$ cat src/hw/rtl/spa_pkg.sv
// ----------------------------------------------------------------------------
// spa_pkg - shared definitions of the sparse polynomial adder
// Operation codes, default sizes, and the command and status bundles that
// pass between the controller and the datapath.
// ----------------------------------------------------------------------------
`timescale 1ns / 1ps
`default_nettype none

package spa_pkg;

  // Default sizes
  localparam int unsigned MaxTermsDef = 16;
  localparam int unsigned ExpBitsDef  = 8;
  localparam int unsigned CoefBitsDef = 16;

  // Operation carried in the input tuser
  typedef enum logic [1:0] {
    OP_LOAD_A = 2'd0,
    OP_LOAD_B = 2'd1,
    OP_EMIT   = 2'd2,
    OP_CLEAR  = 2'd3
  } op_t;

  // Controller states, one-hot
  typedef enum logic [3:0] {
    ST_IDLE   = 4'b0001,
    ST_SEARCH = 4'b0010,
    ST_INSERT = 4'b0100,
    ST_MERGE  = 4'b1000
  } state_t;

  // Commands from controller to datapath
  typedef struct packed {
    logic capture;      // latch the input transaction, rewind the read indexes
    logic clear;        // empty both stores
    logic search_step;  // advance the read index of the selected store
    logic insert;       // combine or insert the latched term at the read index
    logic merge_emit;   // register the next sum term, advance the indexes
    logic empty_emit;   // register the empty-sum result
  } cmd_t;

  // Status from datapath to controller
  typedef struct packed {
    logic search_done;  // insert position found in the selected store
    logic merge_last;   // the merge step in hand gives the final term
    logic sum_empty;    // both stores hold no term
    logic out_free;     // output register may be loaded this cycle
  } sts_t;

endpackage

`default_nettype wire

$ cat src/hw/rtl/spa_store.sv
// ----------------------------------------------------------------------------
// spa_store - one sorted term store
// Holds up to MAX_TERMS terms in descending exponent order with a fill
// count. Reads one entry at a given index; at that index combines an equal
// exponent with saturation, or shifts the tail down one place and inserts.
// ----------------------------------------------------------------------------
`timescale 1ns / 1ps
`default_nettype none

module spa_store #(
  parameter int unsigned MAX_TERMS = spa_pkg::MaxTermsDef,
  parameter int unsigned EXP_BITS  = spa_pkg::ExpBitsDef,
  parameter int unsigned COEF_BITS = spa_pkg::CoefBitsDef,
  localparam int unsigned CNT_W    = $clog2(MAX_TERMS + 1)
) (
  input  wire logic                        clk,
  input  wire logic                        rst,
  input  wire logic                        clear,
  input  wire logic                        insert,
  input  wire logic [EXP_BITS-1:0]         ex,
  input  wire logic signed [COEF_BITS-1:0] co,
  input  wire logic [CNT_W-1:0]            rd_idx,
  output logic [EXP_BITS-1:0]              rd_ex,
  output logic signed [COEF_BITS-1:0]      rd_co,
  output logic [CNT_W-1:0]                 cnt
);

  localparam int unsigned IDX_W = (MAX_TERMS > 1) ? $clog2(MAX_TERMS) : 1;
  localparam logic signed [COEF_BITS-1:0] CoefMax = {1'b0, {(COEF_BITS-1){1'b1}}};
  localparam logic signed [COEF_BITS-1:0] CoefMin = {1'b1, {(COEF_BITS-1){1'b0}}};

  logic [EXP_BITS-1:0]         ex_m [MAX_TERMS];
  logic signed [COEF_BITS-1:0] co_m [MAX_TERMS];
  logic [EXP_BITS-1:0]         sh_ex [MAX_TERMS];
  logic signed [COEF_BITS-1:0] sh_co [MAX_TERMS];
  logic                        pos_ok;
  logic                        hit;
  logic                        full;
  logic signed [COEF_BITS:0]   sum_w;
  logic signed [COEF_BITS-1:0] sat;

  // Read the entry at the index
  assign rd_ex = ex_m[rd_idx[IDX_W-1:0]];
  assign rd_co = co_m[rd_idx[IDX_W-1:0]];

  assign pos_ok = (rd_idx < cnt);
  assign hit    = pos_ok && (rd_ex == ex);
  assign full   = (cnt == CNT_W'(MAX_TERMS));

  // Saturating add for an equal exponent
  assign sum_w = {rd_co[COEF_BITS-1], rd_co} + {co[COEF_BITS-1], co};
  always_comb begin
    if (sum_w[COEF_BITS] != sum_w[COEF_BITS-1]) begin
      sat = sum_w[COEF_BITS] ? CoefMin : CoefMax;
    end else begin
      sat = sum_w[COEF_BITS-1:0];
    end
  end

  // Shift source of each entry: its upper neighbour
  always_comb begin
    for (int k = 0; k < MAX_TERMS; k++) begin
      sh_ex[k] = ex_m[(k == 0) ? 0 : k - 1];
      sh_co[k] = co_m[(k == 0) ? 0 : k - 1];
    end
  end

  // Combine, or shift the tail down and insert
  always_ff @(posedge clk) begin
    if (insert) begin
      for (int k = 0; k < MAX_TERMS; k++) begin
        if (hit) begin
          if (CNT_W'(k) == rd_idx) begin
            co_m[k] <= sat;
          end
        end else if (!full) begin
          if (CNT_W'(k) == rd_idx) begin
            ex_m[k] <= ex;
            co_m[k] <= co;
          end else if ((CNT_W'(k) > rd_idx) && (CNT_W'(k) <= cnt)) begin
            ex_m[k] <= sh_ex[k];
            co_m[k] <= sh_co[k];
          end
        end
      end
    end
  end

  // Fill count
  always_ff @(posedge clk) begin
    if (rst || clear) begin
      cnt <= '0;
    end else if (insert && !hit && !full) begin
      cnt <= cnt + CNT_W'(1);
    end
  end

endmodule

`default_nettype wire

$ cat src/hw/rtl/spa_datapath.sv
// ----------------------------------------------------------------------------
// spa_datapath - stores, read indexes, merge logic and output register
// Latches the input transaction, walks the selected store for the insert
// position, merges both stores one sum term per step into the output
// register that drives the master-side stream.
// ----------------------------------------------------------------------------
`timescale 1ns / 1ps
`default_nettype none

module spa_datapath #(
  parameter int unsigned MAX_TERMS = spa_pkg::MaxTermsDef,
  parameter int unsigned EXP_BITS  = spa_pkg::ExpBitsDef,
  parameter int unsigned COEF_BITS = spa_pkg::CoefBitsDef,
  localparam int unsigned IN_W     = ((EXP_BITS + COEF_BITS + 7) / 8) * 8,
  localparam int unsigned OUT_W    = ((EXP_BITS + COEF_BITS + 1 + 7) / 8) * 8
) (
  input  wire logic             clk,
  input  wire logic             rst,
  input  wire spa_pkg::cmd_t    cmd,
  output spa_pkg::sts_t         sts,
  input  wire logic [IN_W-1:0]  s_tdata,
  input  wire spa_pkg::op_t     s_tuser,
  output logic                  m_tvalid,
  input  wire logic             m_tready,
  output logic [OUT_W-1:0]      m_tdata,
  output logic                  m_tuser,
  output logic                  m_tlast
);

  import spa_pkg::*;

  localparam int unsigned CNT_W = $clog2(MAX_TERMS + 1);

  op_t                         op_q;
  logic [EXP_BITS-1:0]         ex_q;
  logic signed [COEF_BITS-1:0] co_q;
  logic [CNT_W-1:0]            i;
  logic [CNT_W-1:0]            j;
  logic [CNT_W-1:0]            i_next;
  logic [CNT_W-1:0]            j_next;
  logic [CNT_W-1:0]            cnt_a;
  logic [CNT_W-1:0]            cnt_b;
  logic [EXP_BITS-1:0]         a_ex;
  logic [EXP_BITS-1:0]         b_ex;
  logic signed [COEF_BITS-1:0] a_co;
  logic signed [COEF_BITS-1:0] b_co;
  logic                        sel_b;
  logic                        a_ok;
  logic                        b_ok;
  logic                        use_a;
  logic                        use_b;
  logic signed [COEF_BITS:0]   term_a;
  logic signed [COEF_BITS:0]   term_b;
  logic signed [COEF_BITS:0]   sum_co;
  logic [EXP_BITS-1:0]         out_ex;
  logic signed [COEF_BITS:0]   out_co;
  logic                        out_term;
  logic                        out_last;

  assign sel_b = (op_q == OP_LOAD_B);

  spa_store #(
    .MAX_TERMS (MAX_TERMS),
    .EXP_BITS  (EXP_BITS),
    .COEF_BITS (COEF_BITS)
  ) u_store_a (
    .clk    (clk),
    .rst    (rst),
    .clear  (cmd.clear),
    .insert (cmd.insert && !sel_b),
    .ex     (ex_q),
    .co     (co_q),
    .rd_idx (i),
    .rd_ex  (a_ex),
    .rd_co  (a_co),
    .cnt    (cnt_a)
  );

  spa_store #(
    .MAX_TERMS (MAX_TERMS),
    .EXP_BITS  (EXP_BITS),
    .COEF_BITS (COEF_BITS)
  ) u_store_b (
    .clk    (clk),
    .rst    (rst),
    .clear  (cmd.clear),
    .insert (cmd.insert && sel_b),
    .ex     (ex_q),
    .co     (co_q),
    .rd_idx (j),
    .rd_ex  (b_ex),
    .rd_co  (b_co),
    .cnt    (cnt_b)
  );

  // Latch the input transaction
  always_ff @(posedge clk) begin
    if (cmd.capture) begin
      op_q <= s_tuser;
      ex_q <= s_tdata[EXP_BITS-1:0];
      co_q <= s_tdata[EXP_BITS +: COEF_BITS];
    end
  end

  // Merge step: pick the larger exponent, add on a tie
  assign a_ok  = (i < cnt_a);
  assign b_ok  = (j < cnt_b);
  assign use_a = a_ok && (!b_ok || (a_ex >= b_ex));
  assign use_b = b_ok && (!a_ok || (b_ex >= a_ex));

  assign term_a = use_a ? {a_co[COEF_BITS-1], a_co} : '0;
  assign term_b = use_b ? {b_co[COEF_BITS-1], b_co} : '0;
  assign sum_co = term_a + term_b;

  assign i_next = i + CNT_W'(use_a);
  assign j_next = j + CNT_W'(use_b);

  // Read indexes: insert position while loading, merge cursors on emit
  always_ff @(posedge clk) begin
    if (rst || cmd.capture) begin
      i <= '0;
      j <= '0;
    end else if (cmd.search_step) begin
      if (sel_b) begin
        j <= j + CNT_W'(1);
      end else begin
        i <= i + CNT_W'(1);
      end
    end else if (cmd.merge_emit) begin
      i <= i_next;
      j <= j_next;
    end
  end

  // Status
  always_comb begin
    sts.search_done = sel_b ? (!b_ok || (b_ex <= ex_q)) : (!a_ok || (a_ex <= ex_q));
    sts.merge_last  = (i_next >= cnt_a) && (j_next >= cnt_b);
    sts.sum_empty   = (cnt_a == '0) && (cnt_b == '0);
    sts.out_free    = !m_tvalid || m_tready;
  end

  // Output register payload
  always_ff @(posedge clk) begin
    if (cmd.merge_emit) begin
      out_ex   <= use_a ? a_ex : b_ex;
      out_co   <= sum_co;
      out_term <= 1'b1;
      out_last <= sts.merge_last;
    end else if (cmd.empty_emit) begin
      out_ex   <= '0;
      out_co   <= '0;
      out_term <= 1'b0;
      out_last <= 1'b1;
    end
  end

  // Output register valid: set on load, drop when taken
  always_ff @(posedge clk) begin
    if (rst) begin
      m_tvalid <= 1'b0;
    end else if (cmd.merge_emit || cmd.empty_emit) begin
      m_tvalid <= 1'b1;
    end else if (m_tready) begin
      m_tvalid <= 1'b0;
    end
  end

  assign m_tdata = OUT_W'({out_co, out_ex});
  assign m_tuser = out_term;
  assign m_tlast = out_last;

  // Checks
  a_cnt_bound: assert property (@(posedge clk) disable iff (rst)
    (cnt_a <= CNT_W'(MAX_TERMS)) && (cnt_b <= CNT_W'(MAX_TERMS)))
    else $error("store fill count beyond capacity");

  a_idx_bound: assert property (@(posedge clk) disable iff (rst)
    (i <= cnt_a) && (j <= cnt_b))
    else $error("read index beyond fill count");

  a_emit_slot: assert property (@(posedge clk) disable iff (rst)
    (cmd.merge_emit || cmd.empty_emit) |-> (!m_tvalid || m_tready))
    else $error("output register loaded while a result waits");

endmodule

`default_nettype wire

$ cat src/hw/rtl/spa_ctrl.sv
// ----------------------------------------------------------------------------
// spa_ctrl - sequencing state machine
// Accepts one transaction at a time, walks the insert search of a load,
// and paces the merge of an emit against the output register.
// ----------------------------------------------------------------------------
`timescale 1ns / 1ps
`default_nettype none

module spa_ctrl (
  input  wire logic          clk,
  input  wire logic          rst,
  input  wire logic          s_tvalid,
  output logic               s_tready,
  input  wire spa_pkg::op_t  s_tuser,
  input  wire spa_pkg::sts_t sts,
  output spa_pkg::cmd_t      cmd
);

  import spa_pkg::*;

  state_t state;
  state_t state_next;

  always_ff @(posedge clk) begin
    if (rst) begin
      state <= ST_IDLE;
    end else begin
      state <= state_next;
    end
  end

  // Next state and commands
  always_comb begin
    state_next = state;
    cmd        = '0;
    s_tready   = 1'b0;
    case (state)
      ST_IDLE: begin
        s_tready = 1'b1;
        if (s_tvalid) begin
          cmd.capture = 1'b1;
          case (s_tuser)
            OP_LOAD_A, OP_LOAD_B: state_next = ST_SEARCH;
            OP_EMIT:              state_next = ST_MERGE;
            OP_CLEAR:             cmd.clear  = 1'b1;
            default:              state_next = ST_IDLE;
          endcase
        end
      end
      ST_SEARCH: begin
        if (sts.search_done) begin
          state_next = ST_INSERT;
        end else begin
          cmd.search_step = 1'b1;
        end
      end
      ST_INSERT: begin
        cmd.insert = 1'b1;
        state_next = ST_IDLE;
      end
      ST_MERGE: begin
        if (sts.out_free) begin
          if (sts.sum_empty) begin
            cmd.empty_emit = 1'b1;
            state_next     = ST_IDLE;
          end else begin
            cmd.merge_emit = 1'b1;
            if (sts.merge_last) begin
              state_next = ST_IDLE;
            end
          end
        end
      end
      default: begin
        state_next = ST_IDLE;
      end
    endcase
  end

  // Checks
  a_search_exit: assert property (@(posedge clk) disable iff (rst)
    (state == ST_SEARCH) |=> (state == ST_SEARCH) || (state == ST_INSERT))
    else $error("search left without insert");

  a_insert_once: assert property (@(posedge clk) disable iff (rst)
    (state == ST_INSERT) |=> (state == ST_IDLE))
    else $error("insert held for more than one cycle");

  a_emit_entry: assert property (@(posedge clk) disable iff (rst)
    (s_tvalid && s_tready && (s_tuser == OP_EMIT)) |=> (state == ST_MERGE))
    else $error("emit transaction did not start a merge");

endmodule

`default_nettype wire

$ cat src/hw/rtl/sparse_polynomial_adder_top.sv
// ----------------------------------------------------------------------------
// sparse_polynomial_adder_top - sparse polynomial addition by sorted merge
// Loads terms into two stores kept in descending exponent order, combining
// equal exponents with saturation, and on emit streams the merged sum.
//
//   channel  dir  handshake          tdata (low bit up)              tuser
//   s_*      in   s_tvalid/s_tready  exponent, coefficient           operation
//   m_*      out  m_tvalid/m_tready  sum_exponent, sum_coefficient   term_valid
//                                    (m_tlast carries last_term)
//
// A load holds s_tready low after its transaction while the insert search reads
// the stored terms with a larger exponent, one store entry per cycle, and then
// while the insert state combines or inserts. An emit holds s_tready low until
// its last result is loaded, count_a + count_b results at most or the one
// empty-sum result, and longer while the output register is stalled; a clear
// leaves it high. One transaction is worked at a time; the next is accepted once
// the controller is idle, even while the final result still waits in m_tdata.
// rst clears the fill counts, indexes, state and output valid; store contents
// are only read below the fill count and need no clearing.
// ----------------------------------------------------------------------------
`timescale 1ns / 1ps
`default_nettype none

module sparse_polynomial_adder_top #(
  parameter int unsigned MAX_TERMS = spa_pkg::MaxTermsDef,
  parameter int unsigned EXP_BITS  = spa_pkg::ExpBitsDef,
  parameter int unsigned COEF_BITS = spa_pkg::CoefBitsDef,
  localparam int unsigned IN_W     = ((EXP_BITS + COEF_BITS + 7) / 8) * 8,
  localparam int unsigned OUT_W    = ((EXP_BITS + COEF_BITS + 1 + 7) / 8) * 8
) (
  input  wire logic             clk,
  input  wire logic             rst,
  input  wire logic             s_tvalid,
  output logic                  s_tready,
  input  wire logic [IN_W-1:0]  s_tdata,   // exponent, coefficient
  input  wire spa_pkg::op_t     s_tuser,   // operation
  output logic                  m_tvalid,
  input  wire logic             m_tready,
  output logic [OUT_W-1:0]      m_tdata,   // sum_exponent, sum_coefficient
  output logic                  m_tuser,   // term_valid
  output logic                  m_tlast    // last_term
);

  import spa_pkg::*;

  cmd_t cmd;
  sts_t sts;

  spa_ctrl u_ctrl (
    .clk      (clk),
    .rst      (rst),
    .s_tvalid (s_tvalid),
    .s_tready (s_tready),
    .s_tuser  (s_tuser),
    .sts      (sts),
    .cmd      (cmd)
  );

  spa_datapath #(
    .MAX_TERMS (MAX_TERMS),
    .EXP_BITS  (EXP_BITS),
    .COEF_BITS (COEF_BITS)
  ) u_datapath (
    .clk      (clk),
    .rst      (rst),
    .cmd      (cmd),
    .sts      (sts),
    .s_tdata  (s_tdata),
    .s_tuser  (s_tuser),
    .m_tvalid (m_tvalid),
    .m_tready (m_tready),
    .m_tdata  (m_tdata),
    .m_tuser  (m_tuser),
    .m_tlast  (m_tlast)
  );

endmodule

`default_nettype wire

$ cat config.mk
export PLATFORM = sky130hd
export DESIGN_NAME = sparse_polynomial_adder_top
export DESIGN_NICKNAME = d
export VERILOG_FILES = /design/src/hw/rtl/spa_pkg.sv /design/src/hw/rtl/spa_store.sv /design/src/hw/rtl/spa_datapath.sv /design/src/hw/rtl/spa_ctrl.sv /design/src/hw/rtl/sparse_polynomial_adder_top.sv
export SDC_FILE = /design/constraint.sdc
export NUM_CORES = 2
export LEC_CHECK = 0
export BUFFER_PORTS_ARGS = -buffer_cell sky130_fd_sc_hd__buf_2
export CORE_UTILIZATION = 35
export CTS_CLUSTER_SIZE = 40
export DETAILED_ROUTE_END_ITERATION = 16
export SLEW_MARGIN = 20
export SYNTH_ARGS = -nofsm -noshare
export SYNTH_HDL_FRONTEND = slang
export SYNTH_HIERARCHICAL = 1
export SYNTH_SLANG_ARGS = --single-unit
$ cat constraint.sdc
create_clock -name clk -period 14.3 [get_ports clk]
set_clock_uncertainty 0.15 [all_clocks]
set_input_delay 2.86 -clock clk [delete_from_list [all_inputs] [get_ports clk]]
set_output_delay 2.86 -clock clk [all_outputs]
set_load 0.02 [all_outputs]
==> results.ini <==
[status]
outcome = finished, final reports clean

[logic_synthesis]
yosysWarningCount = 6
post_synth_and_or_nand_nor_area_fraction = 0.0788
synth.avg_cell_area_um2 = 12.7
synth.area.top_cells = sky130_fd_sc_hd__edfxtp_1, sky130_fd_sc_hd__mux2_2, sky130_fd_sc_hd__mux4_2
yosysSeqAreaShare = 0.464
synth_largest_area_cell = sky130_fd_sc_hd__edfxtp_1
synthMostInstantiatedCell = sky130_fd_sc_hd__edfxtp_1
synth_fa_ha_area_frac = 0.0273
synth.cells.most_frequent = sky130_fd_sc_hd__edfxtp_1, sky130_fd_sc_hd__mux2_2, sky130_fd_sc_hd__clkbuf_1, sky130_fd_sc_hd__nand2_1, sky130_fd_sc_hd__o21ai_0
synth.area.mux_share = 0.283
post_synth_instance_area_mm2 = 0.0542
post_synth_xor_area_fraction = 0.0113
netlist_instances = 4276
ys_async_sr_fraction = 0
yosys.cell_types.count = 111
synth_top_family_by_area = multiplexers
synth.top_cell.area_share = 0.455
postSynthRegisterBits = 846
synth_compound_gate_area_share = 0.0950
post_synth_edffs = 820
dominantRegCellSynth = sky130_fd_sc_hd__edfxtp_1

[sta]
grt_setup_unrepaired = no
worst_slew_margin_rel = 0.180
final-hold-violation-count = 0
setup-tns-final_ns = 0
slew_at_the_pin_closest_to_its_max_slew_limit_ns = 1.23
period_minus_slack_ns = 7.70
final.hold.worst_slack_ns = 0.318
timing_max_transition_violations_final = 0
timing.fmax_mhz = 130
finalCritPeriodShare = 0.538
timing.final.ws_setup_ns = 6.60
finalSetupViolations = 0

[place]
placement.setup.worst_slack_ns = 6.65
io_buffer_count = 58
globalplace.congestion = 0.895
dp.final_hpwl_um = 116000

[global_routing]
number_of_antenna_violations_at_the_first_check_in_global_routing = 2
grt_start_max_net_pins = 84
via_count_of_the_first_global_routing_pass = 37637
grt_pass1_wl_um = 256000
global_route.overflow_total = 0
global_route.usage.total = 0.214

[clock_tree]
worst_setup_hold_path_clk_slew_ns = 0.06
max-clock-path-buffers = 3
cts-root-buf = sky130_fd_sc_hd__clkbuf_16
cts-buffers-inserted = 100
post-cts-setup-buffers = 0
ctsResizeCount = 0
total_number_of_clock_tree_sinks = 846
cts_tree = yes
clock_latency_ns = 0.71
htree_num_levels = 3
ctsHoldBuffers = 0

[route]
number_of_drc_markers_after_the_initial_detailed_route_iteration = 4137
met3RoutedLength_um = 11900
wl_per_cell_um = 27.1
route.met2.wl_um = 79600
vias = 37997
maxUsedRoutingLayer = met5
route.detailed.drc = 0
post_drt_via_cell_ratio = 6.02
met1_length_um = 73500
detail-route-antenna-nets = 0
finalWirelength_um = 171000
detail_route.first_pass.iterations = 6

[power]
static_power_due_to_leakage_nw = 19.0
vdd.ir_drop.worst_v = 0.000102
cellPowerDensity_mw_per_mm2 = 103

[critical_path]
crit_arrival_ns = 7.97
largest_driver_fanout_on_the_critical_path = 44
worst-endpoint-required_ns = 14.57
cp-start-kind = register
critPathKind = reg -> reg
endpoint_kind = register

[layout]
nets = 4346
post_route_cells_drive_above_1_share = 0.303
area.growth.synth_to_final_pct = 10.6

[worst_hold_path]
hp-class = reg -> reg

[floorplanning]
std_cell_rows = 143
initial_utilization = 0.354
pin_count = 66
die-height_um = 395
die_width_um = 395
core_region_area_mm2 = 0.153
die_area_mm2 = 0.156

[job]
maxCapViolCount = 0

path summary, 6_finish.rpt:
kind,startpoint,end,slack [ns],depth (start not counted)
worst max-delay path,u_datapath/j[0]$_SDFFE_PP0P_,u_datapath/out_co[16]$_SDFFCE_PN0P_,6.60,21
worst min-delay path,u_datapath/m_tuser$_SDFFE_PP1P_,u_datapath/m_tuser$_SDFFE_PP1P_,0.32,1
worst max register to register,u_datapath/j[0]$_SDFFE_PP0P_,u_datapath/out_co[16]$_SDFFCE_PN0P_,6.60,21
worst min register to register,u_datapath/m_tuser$_SDFFE_PP1P_,u_datapath/m_tuser$_SDFFE_PP1P_,0.32,1
report_power, final:
part           switching [W]  internal (W)  total (W)
Combinational       0.000408      0.000371   0.000779
Sequential        0.00000347       0.00280    0.00281
Clock                0.00107       0.00149    0.00256
Total                0.00148       0.00466    0.00615
layout by cell type (no fill, tap or decap), types with 55 or more instances in the layout:
cell	instances
sky130_fd_sc_hd__mux2_2	580
sky130_fd_sc_hd__mux4_2	200
sky130_fd_sc_hd__nor2_1	101
sky130_fd_sc_hd__mux2_1	182
sky130_fd_sc_hd__mux2i_1	202
sky130_fd_sc_hd__nand2_1	215
sky130_fd_sc_hd__edfxtp_1	820
sky130_fd_sc_hd__a21oi_1	182
sky130_fd_sc_hd__o21ai_0	206
sky130_fd_sc_hd__ha_1	110
sky130_fd_sc_hd__clkbuf_16	104
sky130_fd_sc_hd__nand3_1	138
sky130_fd_sc_hd__nor3_1	118
sky130_fd_sc_hd__buf_2	58
sky130_fd_sc_hd__o31ai_1	58
sky130_fd_sc_hd__buf_4	149
sky130_fd_sc_hd__a31oi_1	55
sky130_fd_sc_hd__inv_1	61
registers in the layout, summed over array words and instances, names as in the netlist, 8 cells and up:
register / flops
u_datapath/ex_q: 8
u_datapath/u_store_a/co_m: 256
u_datapath/out_ex: 8
u_datapath/u_store_b/ex_m: 128
u_datapath/co_q: 16
u_datapath/u_store_a/ex_m: 128
u_datapath/out_co: 17
u_datapath/u_store_b/co_m: 256
kinds of logic after synthesis:
group	after synthesis
mux	1176
flops	846
simple gates	830
compound gates	777
buf+inv	459
fa+ha+maj	117
xor+xnor	70
other cells	1
cell type report:
class	instances	area, µm²
fill	14528	92900
multi-input combinational	2977	27200
sequential	846	25200
clock buffer	129	2700
tap	2030	2540
timing repair buffer	216	1530
clock inverter	49	505
inverter	62	233
antenna	2	5.00
worst max-delay path, stage by stage (launching register included):
cell and delay, ns:
sky130_fd_sc_hd__dfxtp_4 0.86, sky130_fd_sc_hd__buf_4 0.65, sky130_fd_sc_hd__buf_4 0.62, sky130_fd_sc_hd__nand2_1 0.41, sky130_fd_sc_hd__o22ai_1 0.37, sky130_fd_sc_hd__or3_1 0.16
sky130_fd_sc_hd__o21ai_0 0.26, sky130_fd_sc_hd__ha_1 0.44, sky130_fd_sc_hd__a21o_1 0.19, sky130_fd_sc_hd__a21oi_1 0.20, sky130_fd_sc_hd__nand2_1 0.09, sky130_fd_sc_hd__a31oi_2 0.63
sky130_fd_sc_hd__o21a_4 0.37, sky130_fd_sc_hd__and2_4 0.18, sky130_fd_sc_hd__ha_1 0.19, sky130_fd_sc_hd__fa_1 0.24, sky130_fd_sc_hd__a21oi_1 0.10, sky130_fd_sc_hd__nand4b_1 0.21
sky130_fd_sc_hd__a21oi_1 0.32, sky130_fd_sc_hd__o211ai_1 0.17, sky130_fd_sc_hd__a2111oi_0 0.46, sky130_fd_sc_hd__a211oi_1 0.09
per-stage QoR:
stage,power (W),cells,area (µm²),util
after floorplan,0.00344,4282,54200,-
after detailed placement,0.00363,6126,56500,0.370
after CTS,0.00619,6304,59700,0.391
final,0.00615,6311,59900,0.392
after global placement,0.00360,6123,56500,0.370
after global routing,0.00636,6309,59900,0.392
routing by layer:
metal,vias up,GRT usage
li1,16567,-
met1,19478,0.293
met2,1644,0.342
met3,304,0.0305
met4,4,0.0820
met5,-,0
Note: power is estimated with default switching activity, not from simulation.
